--- src/sv/mtc_pkg.sv ---
// Shared types and constants of the motion capture block.
package mtc_pkg;

    localparam int CFG_DATA_W = 32;
    localparam int ADDR_W     = 4;
    localparam int MODE_W     = 2;
    localparam int THR_W      = 15;
    localparam int WLEN_W     = 16;
    localparam int RFR_W      = 16;

    typedef enum logic [1:0] {
        REG_MODE,
        REG_THRESHOLD,
        REG_WINDOW_LEN,
        REG_REFRACT
    } reg_idx_t;

    localparam logic [MODE_W-1:0] MODE_STREAM = 2'd0;
    localparam logic [MODE_W-1:0] MODE_ABOVE  = 2'd1;
    localparam logic [MODE_W-1:0] MODE_RECORD = 2'd2;

    localparam logic [MODE_W-1:0] MODE_RESET       = MODE_STREAM;
    localparam logic [THR_W-1:0]  THRESHOLD_RESET  = 15'd1536;
    localparam logic [WLEN_W-1:0] WINDOW_LEN_RESET = 16'd1500;
    localparam logic [RFR_W-1:0]  REFRACT_RESET    = 16'd751;

    typedef struct packed {
        logic [MODE_W-1:0] mode;
        logic [THR_W-1:0]  threshold;
        logic [WLEN_W-1:0] window_len;
        logic [RFR_W-1:0]  refract_items;
    } cfg_t;

    typedef struct packed {
        logic load;
        logic square;
        logic sum;
        logic root_step;
        logic out_load;
        logic out_last;
    } dp_cmd_t;

    typedef struct packed {
        logic motion;
        logic out_busy;
    } dp_status_t;

endpackage

--- src/sv/mtc_regs.sv ---
// APB configuration registers of the motion capture block.
module mtc_regs import mtc_pkg::*; (
    input  logic                  aclk,
    input  logic                  aresetn,
    input  logic                  psel,
    input  logic                  penable,
    input  logic                  pwrite,
    input  logic [ADDR_W-1:0]     paddr,
    input  logic [CFG_DATA_W-1:0] pwdata,
    output logic [CFG_DATA_W-1:0] prdata,
    output logic                  pready,
    output cfg_t                  cfg
);

    cfg_t     cfg_reg;
    cfg_t     cfg_next;
    reg_idx_t idx;
    logic     wr_en;

    assign pready = 1'b1;
    assign idx    = reg_idx_t'(paddr[ADDR_W-1:2]);
    assign wr_en  = psel & penable & pwrite & pready;
    assign cfg    = cfg_reg;

    always_comb begin
        cfg_next = cfg_reg;
        if (wr_en) begin
            case (idx)
                REG_MODE:       cfg_next.mode          = pwdata[MODE_W-1:0];
                REG_THRESHOLD:  cfg_next.threshold     = pwdata[THR_W-1:0];
                REG_WINDOW_LEN: cfg_next.window_len    = pwdata[WLEN_W-1:0];
                REG_REFRACT:    cfg_next.refract_items = pwdata[RFR_W-1:0];
                default:        cfg_next = cfg_reg;
            endcase
        end
    end

    always_comb begin
        case (idx)
            REG_MODE:       prdata = CFG_DATA_W'(cfg_reg.mode);
            REG_THRESHOLD:  prdata = CFG_DATA_W'(cfg_reg.threshold);
            REG_WINDOW_LEN: prdata = CFG_DATA_W'(cfg_reg.window_len);
            REG_REFRACT:    prdata = CFG_DATA_W'(cfg_reg.refract_items);
            default:        prdata = '0;
        endcase
    end

    always_ff @(posedge aclk) begin
        if (!aresetn) begin
            cfg_reg.mode          <= MODE_RESET;
            cfg_reg.threshold     <= THRESHOLD_RESET;
            cfg_reg.window_len    <= WINDOW_LEN_RESET;
            cfg_reg.refract_items <= REFRACT_RESET;
        end else begin
            cfg_reg <= cfg_next;
        end
    end

endmodule

--- src/sv/mtc_datapath.sv ---
// Datapath: sample hold, squares, bit-serial square root and output register.
module mtc_datapath import mtc_pkg::*; #(
    parameter int SAMPLE_WIDTH = 16,
    localparam int IN_W  = ((3 * SAMPLE_WIDTH + 7) / 8) * 8,
    localparam int OUT_W = ((4 * SAMPLE_WIDTH + 7) / 8) * 8
) (
    input  logic             aclk,
    input  logic             aresetn,
    input  logic [IN_W-1:0]  s_tdata,
    output logic             m_tvalid,
    input  logic             m_tready,
    output logic [OUT_W-1:0] m_tdata,
    output logic             m_tlast,
    input  logic [THR_W-1:0] threshold,
    input  dp_cmd_t          cmd,
    output dp_status_t       status
);

    localparam int SW   = SAMPLE_WIDTH;
    localparam int SUMW = 2 * SW;
    localparam int REMW = SW + 2;
    localparam int CMPW = (SW > THR_W) ? SW : THR_W;

    logic signed [SW-1:0]   x_reg, y_reg, z_reg;
    logic signed [SUMW-1:0] prod_x, prod_y, prod_z;
    logic [SUMW-1:0]        sq_x_reg, sq_y_reg, sq_z_reg;
    logic [SUMW-1:0]        rad_reg, rad_next;
    logic [REMW-1:0]        rem_reg, rem_next;
    logic [SW-1:0]          root_reg, root_next;
    logic [REMW-1:0]        rem_sh, trial;
    logic                   fits;
    logic [SW-1:0]          out_x_reg, out_y_reg, out_z_reg, out_mag_reg;
    logic                   out_last_reg;
    logic                   out_valid_reg, out_valid_next;

    assign prod_x = x_reg * x_reg;
    assign prod_y = y_reg * y_reg;
    assign prod_z = z_reg * z_reg;

    assign rem_sh = {rem_reg[SW-1:0], rad_reg[SUMW-1 -: 2]};
    assign trial  = {root_reg, 2'b01};
    assign fits   = rem_sh >= trial;

    always_comb begin
        rad_next  = rad_reg;
        rem_next  = rem_reg;
        root_next = root_reg;
        if (cmd.sum) begin
            rad_next  = sq_x_reg + sq_y_reg + sq_z_reg;
            rem_next  = '0;
            root_next = '0;
        end else if (cmd.root_step) begin
            rad_next  = {rad_reg[SUMW-3:0], 2'b00};
            rem_next  = fits ? (rem_sh - trial) : rem_sh;
            root_next = {root_reg[SW-2:0], fits};
        end
    end

    always_comb begin
        out_valid_next = out_valid_reg;
        if (cmd.out_load) begin
            out_valid_next = 1'b1;
        end else if (m_tready) begin
            out_valid_next = 1'b0;
        end
    end

    assign status.motion   = CMPW'(root_reg) > CMPW'(threshold);
    assign status.out_busy = out_valid_reg & ~m_tready;

    assign m_tvalid = out_valid_reg;
    assign m_tlast  = out_last_reg;
    assign m_tdata  = OUT_W'({out_mag_reg, out_z_reg, out_y_reg, out_x_reg});

    always_ff @(posedge aclk) begin
        if (cmd.load) begin
            x_reg <= s_tdata[SW-1:0];
            y_reg <= s_tdata[2*SW-1:SW];
            z_reg <= s_tdata[3*SW-1:2*SW];
        end
        if (cmd.square) begin
            sq_x_reg <= prod_x;
            sq_y_reg <= prod_y;
            sq_z_reg <= prod_z;
        end
        rad_reg  <= rad_next;
        rem_reg  <= rem_next;
        root_reg <= root_next;
        if (cmd.out_load) begin
            out_x_reg    <= x_reg;
            out_y_reg    <= y_reg;
            out_z_reg    <= z_reg;
            out_mag_reg  <= root_reg;
            out_last_reg <= cmd.out_last;
        end
    end

    always_ff @(posedge aclk) begin
        if (!aresetn) begin
            out_valid_reg <= 1'b0;
        end else begin
            out_valid_reg <= out_valid_next;
        end
    end

endmodule

--- src/sv/mtc_ctrl.sv ---
// Controller: item sequencing and the triggered-window capture state.
module mtc_ctrl import mtc_pkg::*; #(
    parameter int SAMPLE_WIDTH = 16
) (
    input  logic       aclk,
    input  logic       aresetn,
    input  logic       s_tvalid,
    output logic       s_tready,
    input  cfg_t       cfg,
    input  dp_status_t status,
    output dp_cmd_t    cmd
);

    localparam int STEP_W = $clog2(SAMPLE_WIDTH);

    typedef enum logic [2:0] {
        S_IDLE,
        S_SQUARE,
        S_SUM,
        S_ROOT,
        S_DECIDE
    } state_t;

    typedef enum logic [1:0] {
        PH_WAIT,
        PH_LOG,
        PH_LAST,
        PH_REFRACT
    } phase_t;

    state_t             state_reg, state_next;
    logic [STEP_W-1:0]  step_reg, step_next;
    phase_t             phase_reg, phase_next, phase_c;
    logic [WLEN_W-1:0]  wcount_reg, wcount_next, wcount_c, wcount_inc, wl_m1;
    logic [RFR_W-1:0]   rleft_reg, rleft_next, rleft_c, rleft_dec;
    logic               emit, last;

    assign s_tready   = (state_reg == S_IDLE);
    assign wcount_inc = wcount_reg + 1'b1;
    assign wl_m1      = (cfg.window_len < WLEN_W'(2)) ? WLEN_W'(1)
                                                      : cfg.window_len - 1'b1;
    assign rleft_dec  = (rleft_reg != '0) ? rleft_reg - 1'b1 : rleft_reg;

    // Work out what this item would do to the capture state.
    always_comb begin
        emit     = 1'b0;
        last     = 1'b0;
        phase_c  = phase_reg;
        wcount_c = wcount_reg;
        rleft_c  = rleft_reg;
        case (cfg.mode)
            MODE_STREAM: emit = 1'b1;
            MODE_ABOVE:  emit = status.motion;
            MODE_RECORD: begin
                case (phase_reg)
                    PH_WAIT: begin
                        if (status.motion) begin
                            phase_c = PH_LOG;
                        end
                    end
                    PH_LOG: begin
                        emit     = 1'b1;
                        wcount_c = wcount_inc;
                        if (wcount_inc >= wl_m1) begin
                            phase_c = PH_LAST;
                        end
                    end
                    PH_LAST: begin
                        emit     = 1'b1;
                        last     = 1'b1;
                        wcount_c = '0;
                        if (cfg.refract_items == '0) begin
                            phase_c = PH_WAIT;
                        end else begin
                            rleft_c = cfg.refract_items;
                            phase_c = PH_REFRACT;
                        end
                    end
                    PH_REFRACT: begin
                        rleft_c = rleft_dec;
                        if (rleft_dec == '0) begin
                            phase_c = PH_WAIT;
                        end
                    end
                    default: phase_c = phase_reg;
                endcase
            end
            default: emit = 1'b0;
        endcase
    end

    always_comb begin
        state_next  = state_reg;
        step_next   = step_reg;
        phase_next  = phase_reg;
        wcount_next = wcount_reg;
        rleft_next  = rleft_reg;
        cmd         = '0;
        case (state_reg)
            S_IDLE: begin
                if (s_tvalid) begin
                    cmd.load   = 1'b1;
                    state_next = S_SQUARE;
                end
            end
            S_SQUARE: begin
                cmd.square = 1'b1;
                state_next = S_SUM;
            end
            S_SUM: begin
                cmd.sum    = 1'b1;
                step_next  = STEP_W'(SAMPLE_WIDTH - 1);
                state_next = S_ROOT;
            end
            S_ROOT: begin
                cmd.root_step = 1'b1;
                if (step_reg == '0) begin
                    state_next = S_DECIDE;
                end else begin
                    step_next = step_reg - 1'b1;
                end
            end
            S_DECIDE: begin
                // Hold while a result must go out and the output is still full.
                if (!(emit && status.out_busy)) begin
                    cmd.out_load = emit;
                    cmd.out_last = last;
                    phase_next   = phase_c;
                    wcount_next  = wcount_c;
                    rleft_next   = rleft_c;
                    state_next   = S_IDLE;
                end
            end
            default: state_next = S_IDLE;
        endcase
    end

    always_ff @(posedge aclk) begin
        if (!aresetn) begin
            state_reg  <= S_IDLE;
            step_reg   <= '0;
            phase_reg  <= PH_WAIT;
            wcount_reg <= '0;
            rleft_reg  <= '0;
        end else begin
            state_reg  <= state_next;
            step_reg   <= step_next;
            phase_reg  <= phase_next;
            wcount_reg <= wcount_next;
            rleft_reg  <= rleft_next;
        end
    end

endmodule

--- src/sv/motion_triggered_capture.sv ---
// Top level of the motion-triggered accelerometer capture block.
// Each request on the s_ channel is one x/y/z sample; the block forms its
// magnitude as the floor square root of the sum of squares and, by the mode
// register, streams every sample, only those above threshold, or records
// windows of window_len (at least two) samples after a trigger sample (m_tlast
// on the last one), then drops refract_items samples; other modes drop all.
// It takes no new sample until it is through with the last: it loads,
// squares, sums, runs the square root unit that resolves one root bit per
// cycle and decides; a result waits in the output register, and only a new
// result blocked by a full, stalled output register holds up the decision.
// Registers sit on the APB port at byte addresses 0x0 mode, 0x4 threshold,
// 0x8 window_len, 0xC refract_items.
module motion_triggered_capture import mtc_pkg::*; #(
    parameter int SAMPLE_WIDTH = 16,
    localparam int IN_W  = ((3 * SAMPLE_WIDTH + 7) / 8) * 8,
    localparam int OUT_W = ((4 * SAMPLE_WIDTH + 7) / 8) * 8
) (
    input  logic                  aclk,
    input  logic                  aresetn,
    input  logic                  s_tvalid,
    output logic                  s_tready,
    input  logic [IN_W-1:0]       s_tdata,   // sample_x, sample_y, sample_z
    output logic                  m_tvalid,
    input  logic                  m_tready,
    output logic [OUT_W-1:0]      m_tdata,   // out_x, out_y, out_z, magnitude
    output logic                  m_tlast,
    input  logic                  psel,
    input  logic                  penable,
    input  logic                  pwrite,
    input  logic [ADDR_W-1:0]     paddr,
    input  logic [CFG_DATA_W-1:0] pwdata,
    output logic [CFG_DATA_W-1:0] prdata,
    output logic                  pready
);

    cfg_t       cfg;
    dp_cmd_t    cmd;
    dp_status_t status;

    mtc_regs u_regs (
        .aclk    (aclk),
        .aresetn (aresetn),
        .psel    (psel),
        .penable (penable),
        .pwrite  (pwrite),
        .paddr   (paddr),
        .pwdata  (pwdata),
        .prdata  (prdata),
        .pready  (pready),
        .cfg     (cfg)
    );

    mtc_ctrl #(
        .SAMPLE_WIDTH (SAMPLE_WIDTH)
    ) u_ctrl (
        .aclk     (aclk),
        .aresetn  (aresetn),
        .s_tvalid (s_tvalid),
        .s_tready (s_tready),
        .cfg      (cfg),
        .status   (status),
        .cmd      (cmd)
    );

    mtc_datapath #(
        .SAMPLE_WIDTH (SAMPLE_WIDTH)
    ) u_datapath (
        .aclk      (aclk),
        .aresetn   (aresetn),
        .s_tdata   (s_tdata),
        .m_tvalid  (m_tvalid),
        .m_tready  (m_tready),
        .m_tdata   (m_tdata),
        .m_tlast   (m_tlast),
        .threshold (cfg.threshold),
        .cmd       (cmd),
        .status    (status)
    );

endmodule

--- config.mk ---
export PLATFORM = sky130hd
export DESIGN_NAME = motion_triggered_capture
export DESIGN_NICKNAME = d
export VERILOG_FILES = /design/src/sv/mtc_pkg.sv /design/src/sv/mtc_regs.sv /design/src/sv/mtc_datapath.sv /design/src/sv/mtc_ctrl.sv /design/src/sv/motion_triggered_capture.sv
export SDC_FILE = /design/constraint.sdc
export NUM_CORES = 2
export LEC_CHECK = 0
export ABC_AREA = 0
export BUFFER_PORTS_ARGS = -buffer_cell sky130_fd_sc_hd__buf_2
export CAP_MARGIN = 30
export CELL_PAD_IN_SITES_DETAIL_PLACEMENT = 0
export CELL_PAD_IN_SITES_GLOBAL_PLACEMENT = 1
export CORE_MARGIN = 2
export CORE_UTILIZATION = 52
export CTS_BUF_LIST = sky130_fd_sc_hd__clkbuf_4
export DETAILED_ROUTE_END_ITERATION = 6
export HOLD_SLACK_MARGIN = 0.1
export PLACE_DENSITY = 0.82
export REMOVE_ABC_BUFFERS = 1
export SLEW_MARGIN = 20
export SYNTH_ARGS = -nofsm -noshare
export SYNTH_HDL_FRONTEND = slang
export SYNTH_HIERARCHICAL = 1
export SYNTH_SLANG_ARGS = --single-unit
--- constraint.sdc ---
create_clock -name aclk -period 9.7 [get_ports aclk]
set_input_delay 1.455 -clock aclk [delete_from_list [all_inputs] [get_ports aclk]]
set_output_delay 1.455 -clock aclk [all_outputs]
set_load 0.01 [all_outputs]
==> results by group <==
Run status
  • Status: finished, final reports clean

Final layout
  • Final net count: 5782
  • Most frequent cells in the layout: 1022 x inv_1, 732 x fa_1, 372 x nand2_1
  • Most common cell after layout, fill and taps aside: inv_1
  • Layout cells sized above 1: between 9 and 10%
  • # fillers: 7631
  • Area grow syn2layout: 7.45%
  • Largest register FFs: 49

CTS
  • Latest clock arrival within the worst-skew pair: 980 ps
  • CTS clock-pin slew for the worst setup and hold paths: 60 ps
  • CTS buffer count: 103
  • CTS tree: built
  • PostCTS Resize Cnt: 0
  • Clock Sinks: 361
  • Maximum clock insertion buffer count: 3
  • H-tree levels: 3
  • Root Buffer: clkbuf_4
  • Setup Fix Bufs, Post-CTS: 0
  • CTS Hold Buffers Added: 0

Route
  • Post-route ant nets: 0
  • Routed wl met3: 4130 um
  • DRT iter0 DRCs: 1330
  • Met2 wire length: 45800 um
  • Vias: between 20000 and 30000
  • Pre-Repair DR Iteration Count: 5
  • Wl on met1: 41700 um
  • Detailed-route DRC error count: 0
  • DRT Wirelength: 94000 um
  • Via-per-instance ratio: 5.12
  • WL/cell: 16.1 um
  • Top routing layer in use: met4

Synthesis
  • Yosys warnings: 6
  • Top_reg_cell synth: edfxtp_1
  • Synth area leader: fa_1
  • Cell area after synthesis: 44400 sq um
  • Seq cells post-synth: around 360
  • Yosys top cell area share: 33.0%
  • Synth async-reset ratio: 0%
  • Seq/Total Area, Yosys: 21.7%
  • Syn avg cell area: 10.0 sq um
  • Synth area leaders: fa_1 33%, edfxtp_1 16%, ha_1 10%
  • Post-Synthesis Cells: 4437
  • Number of flops mapped to enable cells by yosys: 238
  • Cell variety after synth: 100

Floorplanning
  • Core region area: 84900 sq um
  • Die H: a little under 300 um
  • Die ar.: ~90000 sq um
  • Row cnt: ~110
  • Initial core utilization: a little over half
  • Die W: 296 um
  • IO Pins: 191

Setup path
  • CP Class: flip-flop to flip-flop
  • Crit end category: flip-flop
  • Worst EP required: 10350 ps
  • CP Max Fanout: 13
  • CP Launch Type: flip-flop
  • Crit path DAT: 8090 ps

Timing
  • Slew HR: between 30% and 40%
  • Max-slew violation count: 0
  • Skew final: ~80 ps
  • Slew @ Worst Pin: approximately 940 ps
  • TNS Setup: 0 ps
  • Minimum clock period: 7440 ps
  • Final period util: 76.7%
  • Fmax: roughly 130 MHz
  • RSZ-0062 raised after global routing: no
  • Final hold viol count: 0
  • Final setup vio count: 0

Global route
  • GRT overflow: 0
  • Vias in the first global route: 31700
  • Number of antenna violations at the first check in global routing: 3
  • GRT Total Usage: 22.7%
  • First-pass GRT wire length: between 150000 and 200000 um
  • Largest net degree at the start of global routing: 76

Hold path
  • HP Class: flip-flop to flip-flop

Placement
  • RePlAce Congestion: 0.881
  • PortBufs: 155
  • Dpl hpwl: 74300 um

Flow run
  • # Max-Cap Violations: 0
worst paths after layout:
path                                           from                      end  slack [ps]  cells past startpoint
worst max-delay path            u_datapath/y_reg[3]  u_datapath/sq_y_reg[31]        2260                     22
worst min-delay path                 u_regs/cfg[35]           u_regs/cfg[35]         480                      2
worst max register to register  u_datapath/y_reg[3]  u_datapath/sq_y_reg[31]        2260                     22
worst min register to register       u_regs/cfg[35]           u_regs/cfg[35]         480                      2
synthesized netlist by cell type, types with 28 or more instances:
cell      instances
and2_1          120
a21o_1           54
o21ai_0          87
clkbuf_1         98
xnor2_1         152
o21a_1           33
edfxtp_1        238
mux2i_1          59
mux2_2           37
nor3_1           45
nor2_1          233
nand2b_1         28
ha_1            358
dfxtp_1         123
inv_1          1023
fa_1            732
xor2_1           48
nand2_1         372
a21oi_1         146
nand3_1          43
a211oi_1         32
final cells by class:
type / count / area [sq um] / area share (%)
Antenna cell: 6 / 15.0 / 0.0315
Clock buffer: 149 / 1120 / 2.35
Clock inverter: 43 / 333 / 0.698
Tap cell: 1144 / 1430 / 3.00
Sequential cell: 361 / 9610 / 20.2
Timing Repair Buffer: 180 / 963 / 2.02
Multi-Input combinational cell: 2929 / 30300 / 63.7
Inverter: 1026 / 3850 / 8.08
metal layers:
layer	vias up	track usage (%)
met5	-	0
met4	0	6.54
met3	127	3.48
met2	529	38.7
met1	14900	30.1
li1	14400	-
worst max-delay path, stage by stage, from the launching register on:
cell and delay (ps):
edfxtp_1 750, clkinv_1 570, nor2_1 320, ha_1 300
xor2_1 190, fa_1 540, inv_1 50, fa_1 490
fa_1 460, fa_1 510, inv_1 50, fa_1 470
inv_1 50, ha_1 330, a211oi_1 320, o21ai_0 150
a221oi_1 280, o21ai_0 270, o221ai_1 340, a21oi_1 180
a211oi_1 260, o21bai_1 110, xor2_1 140
metrics by stage:
stage / std cells / hold slack (ps) / worst slack [ps] / cell area (sq um) / util, %
floorplan: 4316 / 445 / 1830 / 43800 / -
global placement: 5638 / 464 / 2370 / 46200 / 54.4
detailed placement: 5638 / 479 / 2340 / 46200 / 54.4
CTS: 5830 / 487 / 2270 / 47600 / 56.1
global route: 5837 / 500 / 1840 / 47700 / 56.1
finish: 5838 / 483 / 2260 / 47700 / 56.2
kinds of logic (layout without fill, tap and decap cells):
family	after synthesis	count (layout)	synth area share, %
AOI/OAI and AO/OA	532	532	8.08
DFF	361	361	21.7
buffers and inverters	1164	1398	10.1
muxes	99	99	2.41
and+or+nand+nor	988	988	10.6
xor gates and xnor gates	200	200	3.95
adders and majority gates	1090	1090	43.1
other	3	26	0.0254
Power is left out: the tool's default activity adds up to more than one toggle a clock period on the data nets, which glitch-free logic cannot reach.
